$ cat config.mk
export PLATFORM = sky130hd
export DESIGN_NAME = utf8_stream_decoder_top
export DESIGN_NICKNAME = d
export VERILOG_FILES = /design/src/sv/u8sd_pkg.sv /design/src/sv/u8sd_in_reg.sv /design/src/sv/u8sd_decode.sv /design/src/sv/utf8_stream_decoder_top.sv
export SDC_FILE = /design/constraint.sdc
export NUM_CORES = 1
export LEC_CHECK = 0
export BUFFER_PORTS_ARGS = -buffer_cell sky130_fd_sc_hd__buf_4
export CORE_MARGIN = 1
export CORE_UTILIZATION = 51
export CTS_BUF_LIST = sky130_fd_sc_hd__clkbuf_2
export CTS_CLUSTER_SIZE = 12
export DETAILED_ROUTE_END_ITERATION = 10
export PLACE_DENSITY_LB_ADDON = 0.15
export SETUP_SLACK_MARGIN = 0.02
export SYNTH_ARGS = -nofsm -noshare
export SYNTH_HDL_FRONTEND = slang
export SYNTH_HIERARCHICAL = 1
export SYNTH_SLANG_ARGS = --single-unit
$ cat constraint.sdc
create_clock -name clk -period 2 [get_ports clk]
set_input_delay 0.2 -clock clk [delete_from_list [all_inputs] [get_ports clk]]
set_output_delay 0.2 -clock clk [all_outputs]
set_load 0.05 [all_outputs]
$ cat src/sv/u8sd_pkg.sv
// Shared types and constants for the UTF-8 stream decoder.
`timescale 1ns / 1ps
package u8sd_pkg;

	localparam int unsigned BYTE_W = 8;
	localparam int unsigned KIND_W = 3;
	localparam int unsigned CP_W = 21;
	localparam int unsigned PART_W = 15;
	localparam int unsigned REM_W = 2;

	localparam logic [CP_W-1:0] SURR_LO = 21'h00D800;
	localparam logic [CP_W-1:0] SURR_HI = 21'h00DFFF;

	typedef enum logic [KIND_W-1:0] {
		KIND_CODE_POINT = 3'd0,
		KIND_BAD_LEAD   = 3'd1,
		KIND_BAD_CONT   = 3'd2,
		KIND_SURROGATE  = 3'd3,
		KIND_INCOMPLETE = 3'd4
	} kind_t;

	// One decode outcome for one byte.
	typedef struct packed {
		logic            valid;
		kind_t           kind;
		logic [CP_W-1:0] code_point;
	} result_t;

	// One registered request waiting for the decode step.
	typedef struct packed {
		logic              valid;
		logic [BYTE_W-1:0] data;
		logic              last;
	} req_t;

endpackage

$ cat src/sv/u8sd_in_reg.sv
// Input register stage that holds one byte request until the decoder takes it.
`timescale 1ns / 1ps
module u8sd_in_reg (
	input  logic                      clk,
	input  logic                      arst_n,
	input  logic                      byte_valid,
	output logic                      byte_ready,
	input  logic [u8sd_pkg::BYTE_W-1:0] in_byte,
	input  logic                      end_of_text,
	input  logic                      advance,
	output u8sd_pkg::req_t            req_s1
);
	import u8sd_pkg::*;

	logic              valid_s1;
	logic [BYTE_W-1:0] byte_s1;
	logic              last_s1;

	// The stage can load when it is empty or its content moves on this cycle.
	assign byte_ready = !valid_s1 || advance;

	always_ff @(posedge clk or negedge arst_n) begin
		if (!arst_n) begin
			valid_s1 <= 1'b0;
		end else if (byte_ready) begin
			valid_s1 <= byte_valid;
		end
	end

	always_ff @(posedge clk) begin
		if (byte_valid && byte_ready) begin
			byte_s1 <= in_byte;
			last_s1 <= end_of_text;
		end
	end

	assign req_s1 = '{valid: valid_s1, data: byte_s1, last: last_s1};

endmodule

$ cat src/sv/u8sd_decode.sv
// Sequence state and the combinational decode step for one byte.
`timescale 1ns / 1ps
module u8sd_decode (
	input  logic             clk,
	input  logic             arst_n,
	input  logic             advance,
	input  u8sd_pkg::req_t   req_s1,
	output u8sd_pkg::result_t res
);
	import u8sd_pkg::*;

	logic [PART_W-1:0] partial_q;
	logic [REM_W-1:0]  remaining_q;
	logic [PART_W-1:0] partial_d;
	logic [REM_W-1:0]  remaining_d;
	logic [CP_W-1:0]   shifted;
	logic [BYTE_W-1:0] b;
	logic              emit;
	kind_t             kind;
	logic [CP_W-1:0]   cp;

	assign b = req_s1.data;
	assign shifted = {partial_q, b[5:0]};

	always_comb begin
		partial_d   = partial_q;
		remaining_d = remaining_q;
		emit        = 1'b0;
		kind        = KIND_CODE_POINT;
		cp          = '0;
		if (remaining_q == '0) begin
			if (!b[7]) begin
				emit = 1'b1;
				cp   = {{(CP_W-BYTE_W){1'b0}}, b};
			end else if (b[7:5] == 3'b110) begin
				remaining_d = 2'd1;
				partial_d   = {{(PART_W-5){1'b0}}, b[4:0]};
			end else if (b[7:4] == 4'b1110) begin
				remaining_d = 2'd2;
				partial_d   = {{(PART_W-4){1'b0}}, b[3:0]};
			end else if (b[7:3] == 5'b11110) begin
				remaining_d = 2'd3;
				partial_d   = {{(PART_W-3){1'b0}}, b[2:0]};
			end else begin
				emit        = 1'b1;
				kind        = KIND_BAD_LEAD;
				remaining_d = '0;
				partial_d   = '0;
			end
		end else begin
			if (b[7:6] != 2'b10) begin
				emit        = 1'b1;
				kind        = KIND_BAD_CONT;
				remaining_d = '0;
				partial_d   = '0;
			end else begin
				remaining_d = remaining_q - 2'd1;
				if (remaining_d == '0) begin
					partial_d = '0;
					emit      = 1'b1;
					if (shifted >= SURR_LO && shifted <= SURR_HI) begin
						kind = KIND_SURROGATE;
					end else begin
						cp = shifted;
					end
				end else begin
					partial_d = shifted[PART_W-1:0];
				end
			end
		end
		// A sequence left open by the last byte of a message is incomplete.
		if (!emit && req_s1.last) begin
			emit        = 1'b1;
			kind        = KIND_INCOMPLETE;
			remaining_d = '0;
			partial_d   = '0;
		end
	end

	always_ff @(posedge clk or negedge arst_n) begin
		if (!arst_n) begin
			partial_q   <= '0;
			remaining_q <= '0;
		end else if (advance) begin
			partial_q   <= partial_d;
			remaining_q <= remaining_d;
		end
	end

	assign res = '{valid: emit, kind: kind, code_point: cp};

endmodule

$ cat src/sv/utf8_stream_decoder_top.sv
// Top level of the UTF-8 stream decoder: input stage, decode step and result register.
`timescale 1ns / 1ps
// A byte waits in the input stage; its outcome then goes to the result register.
// Throughput: one byte per cycle while results are taken; the input stage and the
// result register each hold one request, so a new byte is taken while a result waits.
// Bytes that complete no result (lead and middle bytes) leave no output.
// Reset (arst_n low) empties both stages and clears the sequence state.
module utf8_stream_decoder_top (
	input  logic                        clk,
	input  logic                        arst_n,
	input  logic                        byte_valid,
	output logic                        byte_ready,
	input  logic [u8sd_pkg::BYTE_W-1:0] in_byte,
	input  logic                        end_of_text,
	output logic                        result_valid,
	input  logic                        result_ready,
	output logic [u8sd_pkg::KIND_W-1:0] result_kind,
	output logic [u8sd_pkg::CP_W-1:0]   code_point
);
	import u8sd_pkg::*;

	req_t            req_s1;
	result_t         res;
	logic            advance;
	logic            out_valid_q;
	kind_t           kind_q;
	logic [CP_W-1:0] cp_q;

	// The byte in the input stage is decoded when the result register can
	// take its outcome: either the register is empty or its request leaves
	// this cycle. The sequence state updates on the same edge.
	assign advance = req_s1.valid && (!out_valid_q || result_ready);

	u8sd_in_reg u_in_reg (
		.clk         (clk),
		.arst_n      (arst_n),
		.byte_valid  (byte_valid),
		.byte_ready  (byte_ready),
		.in_byte     (in_byte),
		.end_of_text (end_of_text),
		.advance     (advance),
		.req_s1      (req_s1)
	);

	u8sd_decode u_decode (
		.clk    (clk),
		.arst_n (arst_n),
		.advance(advance),
		.req_s1 (req_s1),
		.res    (res)
	);

	// Result register. A decoded byte with no outcome simply leaves it empty
	// once the previous result is taken.
	always_ff @(posedge clk or negedge arst_n) begin
		if (!arst_n) begin
			out_valid_q <= 1'b0;
		end else if (advance) begin
			out_valid_q <= res.valid;
		end else if (result_ready) begin
			out_valid_q <= 1'b0;
		end
	end

	always_ff @(posedge clk) begin
		if (advance && res.valid) begin
			kind_q <= res.kind;
			cp_q   <= res.code_point;
		end
	end

	assign result_valid = out_valid_q;
	assign result_kind  = kind_q;
	assign code_point   = cp_q;

endmodule
==> reports/results.tsv <==
metric	value	unit
register area share after synthesis	67.9	%
Syn Nets	164	
Worst R2R Path Depth	7	
clock latency at the later pin of the worst-skew pair	0.41	ns
Sink Count	52	
global route overflow	0	
GR Util met3	5.82	%
Core ar.	4030	sq um
via count	1440	
P&R area growth vs syn	26.1	%
GRT Overall Usage	20.5	%
CP max FO	12	
FF-to-FF setup slack	0.13	ns
VDD IR-drop max	0.643	mV
global-route wire length before repair	6580	microns
ys flop type	edfxtp_1	
Final Wtd Congestion	0.899	
Antenna diodes	0	
Post-Route WL	4060	microns
DIE AREA	4500	sq um
setup_tns	0	ns
layout cells sized above 1	33.0	%
Worst R2R End	code_point[10]$_DFFE_PP_	
Setup Buffers After CTS	0	
Max Transition Viols Final	0	
FF-to-FF Start	u_decode/remaining_q[0]$_DFFE_PN0P_	
num rows	23	
Vert. Die Dim	67.1	microns
overall power	0.00312	W
post-route ant nets	0	
outcome	complete, no violations	
area of the mapped netlist	2160	sq um
CTS Buf Count	5	
Finish-stage setup viols	0	
hold depth	3	
H-tree levels	2	
CTS root buffer	clkbuf_2	
placed insts	242	
Startpoint Class	flop	
worst slew pin tran	0.465	ns
clock-pin transition on the worst setup and hold timing paths	0.23	ns
Die X	67.1	microns
Fmax	534	MHz
Layout Skew	0.0304	ns
CP Data Required Time	2.08	ns
CTS tree	built	
number of enable flip-flop cells after synthesis	33	
HPWL after DPL	2780	microns
endpoints failing hold	0	
Clock Path Buffers	2	
initial drt markers	95	
HP Class	input port to flop	
DRT Pass-1 Iters	4	
worst path arrival time	1.96	ns
max_slew headroom	68.8	%
Cell variety after synth	38	
Syn Inst Count	149	
nets	226	
period utilization	93.7	%
top-area cell type share of the netlist area	45.9	%
RSZ-0062 raised after global routing	false	
HP Start	result_ready	
filler-free cell count of the finished design	262	
antenna violations before repair	0	
number of global-route vias before repair	1398	
met1 usage	26.3	%
MaxCap Viol Count	0	
vias per inst	5.50	
DRC viols	0	
initial core utilization	53.6	%
most frequent cells in the layout	50 x buf_4, 33 x edfxtp_1, 19 x dfrtp_1, 15 x and2_1, 14 x a22o_1	
total power per unit cell area	1150	nW/um^2
most common library cell in the layout ignoring fill and taps	buf_4	
largest net degree at the start of global routing	20	
Avg Inst Size Synth	14.5	sq um
I/O Buffers	38	
grt met2 use	33.6	%
busiest layer in global routing	met2	
Hold Path End	result_valid$_DFFE_PN0P_	
FFs w/ async S/R, synth	36.5	%
Leakage Power	1.19	nW
dominant cells by area after synthesis	edfxtp_1 46%, dfrtp_1 22%, a22o_1 5.7%, and2_1 4.3%, a32o_1 1.4%	
CP endpoint kind	flop	
biggest area consumer among synthesized cells	edfxtp_1	
wire length per cell	15.5	microns
fin crit period	1.87	ns
I/O pin cnt	39	
Yosys reg bits	52	
Syn. warnings	6	
CP Class	flop to flop	
-- cells in the mapped netlist (2+ instances only) --
| cell | n |
|---|---|
| and2b_1 | 3 |
| and2_1 | 15 |
| inv_1 | 4 |
| ha_1 | 2 |
| and3_1 | 2 |
| nand2_1 | 7 |
| o31ai_1 | 2 |
| a22o_1 | 14 |
| nand2b_1 | 3 |
| nand2b_4 | 2 |
| nor2b_1 | 4 |
| dfrtp_1 | 19 |
| a32o_1 | 3 |
| a21oi_1 | 3 |
| buf_2 | 2 |
| a31oi_1 | 3 |
| buf_4 | 3 |
| edfxtp_1 | 33 |
| nor2_1 | 3 |
| and2_4 | 2 |
| o21ai_0 | 3 |
-- worst max-delay path, cell delays in order, from the launching register on --
cell      delay [ns]
dfrtp_1         0.44
inv_1           0.07
ha_2            0.20
o21bai_1        0.18
nand2_1         0.09
or3_1           0.11
nand2_2         0.11
nor2b_4         0.37
-- worst max path at each step --
stage,start,end,slack [ns],cells past startpoint
global route,u_decode/remaining_q[0]$_DFFE_PN0P_,code_point[12]$_DFFE_PP_,0.04,7
finish,u_decode/remaining_q[0]$_DFFE_PN0P_,code_point[10]$_DFFE_PP_,0.13,7
floorplan,u_decode/remaining_q[0]$_DFFE_PN0P_,code_point[0]$_DFFE_PP_,0.03,9
CTS,u_decode/remaining_q[0]$_DFFE_PN0P_,code_point[10]$_DFFE_PP_,0.13,7
detailed placement,u_decode/remaining_q[0]$_DFFE_PN0P_,code_point[4]$_DFFE_PP_,-0.03,7
global placement,u_decode/remaining_q[0]$_DFFE_PN0P_,code_point[4]$_DFFE_PP_,0.1,7
-- state kept, by name (all words and copies together) (netlist names) --
name	count
u_decode/partial_q	15
u_in_reg/last_s1	1
code_point	21
u_in_reg/byte_s1	8
result_valid	1
u_decode/remaining_q	2
result_kind	3
u_in_reg/valid_s1	1
-- cell type report --
cell class / instances / area (sq um)
clock buffer: 6 / 30.0
clock inverter: 2 / 16.3
fill: 312 / 1310
inverter: 4 / 15.0
multi-input combinational: 87 / 647
sequential: 52 / 1470
tap: 50 / 62.6
timing repair buffer: 61 / 485
-- cell families (layout without fill, tap and decap cells) --
group / count (synthesis) / after routing / share of synthesized area, %
AOI/OAI and AO/OA: 32 / 32 / 11.5
adders and majority gates: 2 / 2 / 1.16
buffers and inverters: 11 / 73 / 2.96
DFF: 52 / 52 / 67.9
and+or+nand+nor: 52 / 53 / 16.5
-- power breakdown --
group	total [W]	internal, W	switching [W]
clock network	0.000409	0.0000936	0.000316
logic	0.00124	0.000422	0.000818
registers	0.00148	0.00138	0.0000955
total	0.00312	0.00190	0.00123
-- per-stage QoR --
| step | utilization [%] | worst slack, ns | instance area (sq um) | hold WS [ns] |
|---|---|---|---|---|
| 6_report | 67.6 | 0.127 | 2720 | 0.0833 |
| 4_1_cts | 67.6 | 0.134 | 2720 | 0.0612 |
| 5_1_grt | 67.6 | 0.0361 | 2720 | 0.0567 |
| 2_1_floorplan | - | 0.0269 | 2170 | -0.0956 |
| 3_3_place_gp | 63.4 | 0.0968 | 2550 | 0.0849 |
| 3_5_place_dp | 63.4 | -0.0324 | 2550 | 0.0873 |
-- layer usage --
metal	vias up	part of all wire [%]
met5	-	0
met3	6	4.5
met2	54	50
li1	678	-
met1	702	44
met4	0	1.5
-- what timing repair did --
| action | CTS | global route |
|---|---|---|
| hold buffers | 11 | 0 |
| gates resized for setup | 1 | 0 |
| hold endpoints to repair | 29 | 0 |
| endpoints found under the setup margin | 24 | 0 |
No activity file was read; power rests on OpenSTA's default activity.
